`config.mk`:
```
export PLATFORM = sky130hd
export DESIGN_NAME = bass_treble_biquad_cascade
export DESIGN_NICKNAME = d
export VERILOG_FILES = /design/src/btbq_pkg.sv /design/src/btbq_cfg_regs.sv /design/src/btbq_ctrl.sv /design/src/btbq_datapath.sv /design/src/bass_treble_biquad_cascade.sv
export SDC_FILE = /design/constraint.sdc
export NUM_CORES = 1
export LEC_CHECK = 0
export BUFFER_PORTS_ARGS = -buffer_cell sky130_fd_sc_hd__buf_2
export CORE_ASPECT_RATIO = 1.1
export CORE_MARGIN = 5
export CORE_UTILIZATION = 65
export CTS_BUF_LIST = sky130_fd_sc_hd__clkbuf_4 sky130_fd_sc_hd__clkbuf_8 sky130_fd_sc_hd__clkbuf_16
export CTS_CLUSTER_DIAMETER = 60
export DETAILED_ROUTE_END_ITERATION = 8
export GPL_TIMING_DRIVEN = 0
export PLACE_DENSITY = 0.83
export REMOVE_ABC_BUFFERS = 1
export SLEW_MARGIN = 20
export SYNTH_ARGS = -nofsm -noshare
export SYNTH_HDL_FRONTEND = slang
export SYNTH_HIERARCHICAL = 1
export SYNTH_SLANG_ARGS = --single-unit
```
`constraint.sdc`:
```
create_clock -name clk -period 17.2 [get_ports clk]
set_clock_uncertainty 0.1 [all_clocks]
set_input_delay 0.86 -clock clk [delete_from_list [all_inputs] [get_ports clk]]
set_output_delay 0.86 -clock clk [all_outputs]
set_load 0.005 [all_outputs]
```
`src/btbq_pkg.sv`:
```
// ----------------------------------------------------------------------------
// btbq_pkg
// Shared types and constants for the bass/treble biquad cascade.
// ----------------------------------------------------------------------------
package btbq_pkg;

	localparam int COEF_BITS          = 16;
	localparam int FF_W               = 3 * COEF_BITS;
	localparam int FB_W               = 2 * COEF_BITS;
	localparam int CFG_DATA_W         = FF_W;
	localparam int CFG_IDX_W          = 2;
	localparam int NUM_TERMS          = 5;
	localparam int DEF_SAMPLE_WIDTH   = 16;
	localparam int DEF_COEF_FRAC_BITS = 14;

	localparam logic [FF_W-1:0] FF_RESET = FF_W'(16384);
	localparam logic [FB_W-1:0] FB_RESET = '0;

	typedef enum logic [CFG_IDX_W-1:0] {
		REG_BASS_FF,
		REG_BASS_FB,
		REG_TREBLE_FF,
		REG_TREBLE_FB
	} btbq_reg_t;

	typedef enum logic [2:0] {
		TERM_X0,
		TERM_X1,
		TERM_X2,
		TERM_Y1,
		TERM_Y2
	} btbq_term_t;

	typedef struct packed {
		logic       load;
		logic       mul_en;
		logic       stage;
		btbq_term_t term;
		logic       acc_clr;
		logic       acc_en;
		logic       round_en;
		logic       sat_en;
		logic       commit;
	} btbq_cmd_t;

	typedef struct packed {
		logic [FF_W-1:0] bass_ff;
		logic [FB_W-1:0] bass_fb;
		logic [FF_W-1:0] treble_ff;
		logic [FB_W-1:0] treble_fb;
	} btbq_coef_t;

endpackage

```
`src/btbq_cfg_regs.sv`:
```
// ----------------------------------------------------------------------------
// btbq_cfg_regs
// Coefficient register file, written over the configuration channel.
// ----------------------------------------------------------------------------
module btbq_cfg_regs import btbq_pkg::*; (
	input  logic                  clk,
	input  logic                  arst_n,
	input  logic                  cfg_valid,
	output logic                  cfg_ready,
	input  logic [CFG_IDX_W-1:0]  cfg_index,
	input  logic [CFG_DATA_W-1:0] cfg_data,
	output btbq_coef_t            coefs
);

	btbq_coef_t coefs_q;

	assign cfg_ready = 1'b1;
	assign coefs     = coefs_q;

	always_ff @(posedge clk or negedge arst_n) begin
		if (!arst_n) begin
			coefs_q.bass_ff   <= FF_RESET;
			coefs_q.bass_fb   <= FB_RESET;
			coefs_q.treble_ff <= FF_RESET;
			coefs_q.treble_fb <= FB_RESET;
		end else if (cfg_valid && cfg_ready) begin
			case (btbq_reg_t'(cfg_index))
				REG_BASS_FF:   coefs_q.bass_ff   <= cfg_data[FF_W-1:0];
				REG_BASS_FB:   coefs_q.bass_fb   <= cfg_data[FB_W-1:0];
				REG_TREBLE_FF: coefs_q.treble_ff <= cfg_data[FF_W-1:0];
				REG_TREBLE_FB: coefs_q.treble_fb <= cfg_data[FB_W-1:0];
				default: begin
				end
			endcase
		end
	end

endmodule

```
`src/btbq_ctrl.sv`:
```
// ----------------------------------------------------------------------------
// btbq_ctrl
// Sequencer: steps the shared multiply-accumulate through both stages and
// owns the input and output handshakes.
// ----------------------------------------------------------------------------
module btbq_ctrl import btbq_pkg::*; (
	input  logic      clk,
	input  logic      arst_n,
	input  logic      in_valid,
	output logic      in_stall,
	output logic      out_valid,
	input  logic      out_stall,
	output btbq_cmd_t cmd
);

	localparam int CNT_W = $clog2(NUM_TERMS + 1);

	typedef enum logic [2:0] {
		S_IDLE,
		S_MAC,
		S_ROUND,
		S_SAT,
		S_WRITE
	} state_t;

	state_t           state_q;
	logic [CNT_W-1:0] cnt_q;
	logic             stage_q;
	logic             out_valid_q;
	logic             out_free;

	assign out_free  = !out_valid_q || !out_stall;
	assign in_stall  = (state_q != S_IDLE);
	assign out_valid = out_valid_q;

	always_ff @(posedge clk or negedge arst_n) begin
		if (!arst_n) begin
			state_q     <= S_IDLE;
			cnt_q       <= '0;
			stage_q     <= 1'b0;
			out_valid_q <= 1'b0;
		end else begin
			if (cmd.commit) begin
				out_valid_q <= 1'b1;
			end else if (out_valid_q && !out_stall) begin
				out_valid_q <= 1'b0;
			end
			case (state_q)
				S_IDLE: begin
					if (in_valid) begin
						state_q <= S_MAC;
						cnt_q   <= '0;
						stage_q <= 1'b0;
					end
				end
				S_MAC: begin
					if (cnt_q == CNT_W'(NUM_TERMS)) begin
						state_q <= S_ROUND;
						cnt_q   <= '0;
					end else begin
						cnt_q <= cnt_q + 1'b1;
					end
				end
				S_ROUND: state_q <= S_SAT;
				S_SAT: begin
					if (!stage_q) begin
						stage_q <= 1'b1;
						cnt_q   <= '0;
						state_q <= S_MAC;
					end else begin
						state_q <= S_WRITE;
					end
				end
				S_WRITE: begin
					if (out_free) begin
						state_q <= S_IDLE;
					end
				end
				default: state_q <= S_IDLE;
			endcase
		end
	end

	always_comb begin
		cmd          = '0;
		cmd.stage    = stage_q;
		cmd.term     = btbq_term_t'(cnt_q[2:0]);
		cmd.load     = (state_q == S_IDLE) && in_valid;
		cmd.mul_en   = (state_q == S_MAC) && (cnt_q < CNT_W'(NUM_TERMS));
		cmd.acc_clr  = (state_q == S_MAC) && (cnt_q == '0);
		cmd.acc_en   = (state_q == S_MAC) && (cnt_q != '0);
		cmd.round_en = (state_q == S_ROUND);
		cmd.sat_en   = (state_q == S_SAT);
		cmd.commit   = (state_q == S_WRITE) && out_free;
	end

	a_commit_free: assert property (@(posedge clk) disable iff (!arst_n)
		cmd.commit |-> !(out_valid_q && out_stall))
		else $error("result overwritten while output stalled");

	a_busy_after_accept: assert property (@(posedge clk) disable iff (!arst_n)
		(in_valid && !in_stall) |=> in_stall)
		else $error("not busy after accepting a beat");

	a_one_phase: assert property (@(posedge clk) disable iff (!arst_n)
		$onehot0({cmd.load, cmd.mul_en, cmd.round_en, cmd.sat_en, cmd.commit}))
		else $error("overlapping datapath commands");

endmodule

```
`src/btbq_datapath.sv`:
```
// ----------------------------------------------------------------------------
// btbq_datapath
// History registers, one shared multiplier and accumulator, rounding toward
// zero and saturation, and the output register.
// ----------------------------------------------------------------------------
module btbq_datapath import btbq_pkg::*; #(
	parameter int SAMPLE_WIDTH   = DEF_SAMPLE_WIDTH,
	parameter int COEF_FRAC_BITS = DEF_COEF_FRAC_BITS
) (
	input  logic                           clk,
	input  logic                           arst_n,
	input  btbq_cmd_t                      cmd,
	input  btbq_coef_t                     coefs,
	input  logic signed [SAMPLE_WIDTH-1:0] in_sample,
	input  logic                           block_start,
	output logic signed [SAMPLE_WIDTH-1:0] out_sample,
	output logic                           clipped
);

	localparam int PROD_W  = COEF_BITS + SAMPLE_WIDTH;
	localparam int ACC_MIN = PROD_W + 3;
	localparam int ACC_W   = (ACC_MIN > COEF_FRAC_BITS + 1) ? ACC_MIN : COEF_FRAC_BITS + 1;

	localparam logic signed [ACC_W-1:0] BIAS =
		{{(ACC_W - COEF_FRAC_BITS){1'b0}}, {COEF_FRAC_BITS{1'b1}}};
	localparam logic signed [ACC_W-1:0] ZERO = '0;
	localparam logic signed [SAMPLE_WIDTH-1:0] SMAX = {1'b0, {(SAMPLE_WIDTH-1){1'b1}}};
	localparam logic signed [SAMPLE_WIDTH-1:0] SMIN = {1'b1, {(SAMPLE_WIDTH-1){1'b0}}};

	logic signed [SAMPLE_WIDTH-1:0] x_q, mid_q, res_q;
	logic signed [SAMPLE_WIDTH-1:0] in_d1_q, in_d2_q, mid_d1_q, mid_d2_q, out_d1_q, out_d2_q;
	logic signed [SAMPLE_WIDTH-1:0] out_sample_q;
	logic                           clipped_q, clip_acc_q;
	logic signed [PROD_W-1:0]       prod_s1;
	logic signed [ACC_W-1:0]        acc_q, q_q, biased;
	logic signed [SAMPLE_WIDTH-1:0] opnd, sat_val;
	logic signed [COEF_BITS-1:0]    coef;
	logic [FF_W-1:0]                ff;
	logic [FB_W-1:0]                fb;
	logic [ACC_W-SAMPLE_WIDTH:0]    upper;
	logic                           in_range;

	assign ff = cmd.stage ? coefs.treble_ff : coefs.bass_ff;
	assign fb = cmd.stage ? coefs.treble_fb : coefs.bass_fb;

	always_comb begin
		case (cmd.term)
			TERM_X0: begin
				opnd = cmd.stage ? mid_q : x_q;
				coef = ff[COEF_BITS-1:0];
			end
			TERM_X1: begin
				opnd = cmd.stage ? mid_d1_q : in_d1_q;
				coef = ff[2*COEF_BITS-1:COEF_BITS];
			end
			TERM_X2: begin
				opnd = cmd.stage ? mid_d2_q : in_d2_q;
				coef = ff[3*COEF_BITS-1:2*COEF_BITS];
			end
			TERM_Y1: begin
				opnd = cmd.stage ? out_d1_q : mid_d1_q;
				coef = fb[COEF_BITS-1:0];
			end
			TERM_Y2: begin
				opnd = cmd.stage ? out_d2_q : mid_d2_q;
				coef = fb[2*COEF_BITS-1:COEF_BITS];
			end
			default: begin
				opnd = '0;
				coef = '0;
			end
		endcase
	end

	// truncation toward zero: bias negative sums before the arithmetic shift
	assign biased = acc_q + (acc_q[ACC_W-1] ? BIAS : ZERO);

	assign upper    = q_q[ACC_W-1:SAMPLE_WIDTH-1];
	assign in_range = (&upper) || !(|upper);
	assign sat_val  = in_range ? q_q[SAMPLE_WIDTH-1:0] : (q_q[ACC_W-1] ? SMIN : SMAX);

	always_ff @(posedge clk) begin
		if (cmd.mul_en) begin
			prod_s1 <= coef * opnd;
		end
		if (cmd.acc_clr) begin
			acc_q <= '0;
		end else if (cmd.acc_en) begin
			acc_q <= acc_q + ACC_W'(prod_s1);
		end
		if (cmd.round_en) begin
			q_q <= biased >>> COEF_FRAC_BITS;
		end
		if (cmd.load) begin
			x_q        <= in_sample;
			clip_acc_q <= 1'b0;
		end else if (cmd.sat_en) begin
			clip_acc_q <= clip_acc_q | !in_range;
		end
		if (cmd.sat_en && !cmd.stage) begin
			mid_q <= sat_val;
		end
		if (cmd.sat_en && cmd.stage) begin
			res_q <= sat_val;
		end
		if (cmd.commit) begin
			out_sample_q <= res_q;
			clipped_q    <= clip_acc_q;
		end
	end

	always_ff @(posedge clk or negedge arst_n) begin
		if (!arst_n) begin
			in_d1_q  <= '0;
			in_d2_q  <= '0;
			mid_d1_q <= '0;
			mid_d2_q <= '0;
			out_d1_q <= '0;
			out_d2_q <= '0;
		end else if (cmd.load && block_start) begin
			in_d1_q  <= '0;
			in_d2_q  <= '0;
			mid_d1_q <= '0;
			mid_d2_q <= '0;
			out_d1_q <= '0;
			out_d2_q <= '0;
		end else if (cmd.commit) begin
			in_d2_q  <= in_d1_q;
			in_d1_q  <= x_q;
			mid_d2_q <= mid_d1_q;
			mid_d1_q <= mid_q;
			out_d2_q <= out_d1_q;
			out_d1_q <= res_q;
		end
	end

	assign out_sample = out_sample_q;
	assign clipped    = clipped_q;

endmodule

```
`src/bass_treble_biquad_cascade.sv`:
```
// ----------------------------------------------------------------------------
// bass_treble_biquad_cascade
// Two direct form 1 biquads in series (bass, then treble) on one shared
// multiply-accumulate unit, with a saturating output per stage.
//
// Input channel: in_valid / in_stall carry in_sample and block_start. A beat
// with block_start set clears all six history registers before it is used.
// Output channel: out_valid / out_stall carry out_sample and clipped; the
// result sits in an output register and holds while out_stall is high.
// Configuration: cfg_valid / cfg_ready write cfg_data into the coefficient
// register picked by cfg_index; cfg_ready is always high. Write only while idle.
// Sequence: each stage runs 5 products through the one shared multiplier,
// then one drain, round and saturate; bass first, then treble. A new sample
// is taken only once the last result has moved to the output register.
// The next sample may be accepted while a result still waits; its own
// result is held back until the waiting one is taken.
// Reset: coefficients return to pass-through (b0 = 1.0), history clears to
// zero, both channels go idle.
// ----------------------------------------------------------------------------
module bass_treble_biquad_cascade import btbq_pkg::*; #(
	parameter int SAMPLE_WIDTH   = DEF_SAMPLE_WIDTH,
	parameter int COEF_FRAC_BITS = DEF_COEF_FRAC_BITS
) (
	input  logic                           clk,
	input  logic                           arst_n,
	input  logic                           in_valid,
	output logic                           in_stall,
	input  logic signed [SAMPLE_WIDTH-1:0] in_sample,
	input  logic                           block_start,
	output logic                           out_valid,
	input  logic                           out_stall,
	output logic signed [SAMPLE_WIDTH-1:0] out_sample,
	output logic                           clipped,
	input  logic                           cfg_valid,
	output logic                           cfg_ready,
	input  logic [CFG_IDX_W-1:0]           cfg_index,
	input  logic [CFG_DATA_W-1:0]          cfg_data
);

	btbq_cmd_t  cmd;
	btbq_coef_t coefs;

	btbq_cfg_regs u_cfg (
		.clk       (clk),
		.arst_n    (arst_n),
		.cfg_valid (cfg_valid),
		.cfg_ready (cfg_ready),
		.cfg_index (cfg_index),
		.cfg_data  (cfg_data),
		.coefs     (coefs)
	);

	btbq_ctrl u_ctrl (
		.clk       (clk),
		.arst_n    (arst_n),
		.in_valid  (in_valid),
		.in_stall  (in_stall),
		.out_valid (out_valid),
		.out_stall (out_stall),
		.cmd       (cmd)
	);

	btbq_datapath #(
		.SAMPLE_WIDTH   (SAMPLE_WIDTH),
		.COEF_FRAC_BITS (COEF_FRAC_BITS)
	) u_dp (
		.clk         (clk),
		.arst_n      (arst_n),
		.cmd         (cmd),
		.coefs       (coefs),
		.in_sample   (in_sample),
		.block_start (block_start),
		.out_sample  (out_sample),
		.clipped     (clipped)
	);

endmodule
```
==> summary.md <==
| Metric | Value |
|---|---|
| Status | `finished clean` |
| RSZ-0062 raised after global routing | `false` |
| Die W | `215 um` |
| CP Capture Type | `register` |
| YS warnings | `6` |
| Total iterations of the first detailed-routing run | `6` |
| Clk pin slew, worst setup/hold paths | `60 ps` |
| Slowest cell on the critical path | `a21oi_1` |
| IO Port Bufs | `90` |
| CTS tree | `yes` |
| Number of H-tree levels | `2` |
| Crit-path most repeated cell | `fa_1` |
| ANT nets after route | `0` |
| CP required | `17440 ps` |
| GPL Wtd Cong | `0.931` |
| Clk root buf | `clkbuf_16` |
| Synthesis-to-layout area growth | `10.7%` |
| Fin crit period | `9880 ps` |
| Worst setup path category | `reg2reg` |
| Final period utilization | `57.5%` |
| Asr flop ratio synth | `63.2%` |
| Post-synth cell types | `97` |
| Clock latency on the worst-skew pair | `610 ps` |
| Total congestion overflow | `0` |
| Register area share after synthesis | `36.2%` |
| Antenna violations before repair | `4` |
| Layout Nets | `3274` |
| Post-cts resize count | `0` |
| Crit path DAT | `10130 ps` |
| Startpoint types | `register` |
| Synthesized area | `30000 um^2` |
| Core box area | `45700 um^2` |
| Starting Density | `65.8%` |
| Cts bufs inserted | `44` |
| Worst Path Max Fanout | `63` |
| Site Rows | `82` |
| # fillers | `2993` |
| Vias per Instance | `6.30` |
| Num Clock Sinks | `418` |
| DRC errors left | `0` |
| Critical path buffers and inverters | `5` |
| Largest net degree at the start of global routing | `102` |
| Fin. Hold Viols | `0` |
| Post-synthesis cell count | `2766` |
| Final setup fails | `0` |
| Drt wl/cell | `21.5 um` |
| Setup bufs post-CTS | `0` |
| Bufs on Longest Clock Path | `3` |
| Max-slew headroom | `20.4%` |
| Detailed Route WL | `74000 um` |
| Synth Flop Type | `dfrtp_1` |
| Commonest cells after routing, fill and taps aside | `nor2_1 (319), inv_1 (312), fa_1 (264), dfrtp_1 (258), mux2i_1 (186)` |
| Post-synth EDFFs | `118` |
| Most common cell after layout, fill and taps aside | `nor2_1` |
| Max Fclk | `101 MHz` |
| Io pins | `92` |
| Vias in the first global route | `22700` |
| Setup TNS | `0 ps` |
| Post-DP HPWL | `53100 um` |
| Vias | `21700` |
| Worst path max stage delay | `820 ps` |
| Max Slew Vio Count | `0` |
| Slew @ Worst Pin | `1190 ps` |
| DR iter-0 viols | `2052` |
| Worst hold path type | `in2async` |
| First-pass GRT wire length | `121000 um` |
| Fraction of layout cells with a size suffix above 1 | `16.7%` |
| Synth Area per Inst | `10.9 um^2` |
| Die area | `50600 um^2` |
| Hold_buf cts | `0` |
| Largest delay contributor family on the critical path | `adder cells` |
| Tot GR Track Use | `29.4%` |
| Yosys reg bits | `418` |
| Die H | `235 um` |
| Maxcap violations | `0` |
[synth_stat cells, types with 10 or more instances]
cell,instances,area share [%]
o22ai_1,25,0.52
o21a_1,13,0.32
xor2_1,16,0.47
nand3_1,34,0.57
fa_1,264,18
a211oi_1,15,0.37
nor2b_1,39,0.81
o221ai_1,16,0.47
nor3_1,19,0.32
a21o_1,42,1.0
buf_2,35,0.58
a22oi_1,40,1.0
o21bai_1,10,0.25
a21oi_1,77,1.3
o21ai_1,10,0.17
buf_1,18,0.22
ha_1,128,5.3
edfxtp_1,118,12
inv_1,312,3.9
and3_1,12,0.25
o21ai_0,68,1.1
o211ai_1,10,0.25
dfxtp_1,36,2.4
a31oi_1,14,0.29
mux2i_1,186,6.2
dfrtp_1,262,22
nand4_1,14,0.29
mux2_2,173,6.5
clkbuf_1,75,0.94
nor2_1,331,4.1
nand2_1,127,1.6
nand2b_1,24,0.50
xnor2_1,62,1.8
[final timing paths]
kind	end	from	cells after the start	slack (ps)
min in group clk	u_dp/x_q[3]	in_sample[3]	1	330
min	u_ctrl/state_q[2]	arst_n	1	100
max	u_dp/prod_s1[31]	u_ctrl/cnt_q[1]	27	7320
min reg2reg	u_dp/clipped	u_dp/clip_acc_q	0	340
max in group asynchronous	u_cfg/coefs[112]	arst_n	3	15470
max reg2reg	u_dp/prod_s1[31]	u_ctrl/cnt_q[1]	27	7320
[cells by family after synthesis]
kind of cell             count (synthesis)  synth area share (%)
multiplexers                           369                  13.4
adder cells (fa/ha/maj)                392                  22.9
AND/OR/NAND/NOR                        649                  9.80
AO/OA/AOI/OAI                          408                  9.53
flip-flops                             418                  36.2
other                                    1                0.0125
XOR/XNOR                                78                  2.27
buffers and inverters                  451                  5.91
[state kept, by name, summed over array words and instances, names as in the netlist, 3 cells and up]
signal / count
u_ctrl/cnt_q: 3
u_dp/in_d1_q: 16
u_cfg/coefs: 160
u_dp/x_q: 16
u_dp/acc_q: 35
u_dp/out_d1_q: 16
u_dp/q_q: 21
u_dp/res_q: 16
u_dp/in_d2_q: 16
u_dp/out_sample: 16
u_dp/out_d2_q: 16
u_dp/mid_d2_q: 16
u_ctrl/state_q: 3
u_dp/prod_s1: 32
u_dp/mid_d1_q: 16
u_dp/mid_q: 16
[layer usage]
metal | part of all wire, % | routed length [um] | GRT usage [%]
met4 | 4.2 | 3080 | 11.7
met2 | 49 | 36500 | 48.6
met3 | 8.0 | 5960 | 5.61
met1 | 38 | 28500 | 38.7
met5 | 0 | 0 | 0
[per-stage QoR]
step / worst slack, ps / utilization, % / std cells / hold WS (ps) / area, um^2
6_report: 7320 / 72.8 / 3438 / 97.7 / 33200
5_1_grt: 7000 / 72.8 / 3438 / 134 / 33200
4_1_cts: 7300 / 72.8 / 3434 / 109 / 33200
3_5_place_dp: 7390 / 69.3 / 3352 / 345 / 31600
3_3_place_gp: 3560 / 67.1 / 3306 / 318 / 30600
2_1_floorplan: 7590 / - / 2628 / 309 / 29400
[area by class of cell]
class	count	area (um^2)	area share [%]
repair buffers	136	1320	3.96
flip-flops and latches	418	10900	32.7
inverters	313	1170	3.53
well taps	588	736	2.21
multi-input cells	1897	17500	52.8
clock buffers	53	1170	3.53
clock inverters	29	407	1.22
diodes	4	10.0	0.0301
[worst reg2reg max path, delay by kind of cell, from the launching register on]
kind | cells | cell delay, ps
fa+ha+maj | 7 | 3220
compound gates | 9 | 2620
simple gates | 5 | 2140
flops | 1 | 670
buf+inv | 5 | 560
xor+xnor | 1 | 360
Power is left out: the tool's default activity adds up to more than one toggle a clock period on the data nets, which glitch-free logic cannot reach.
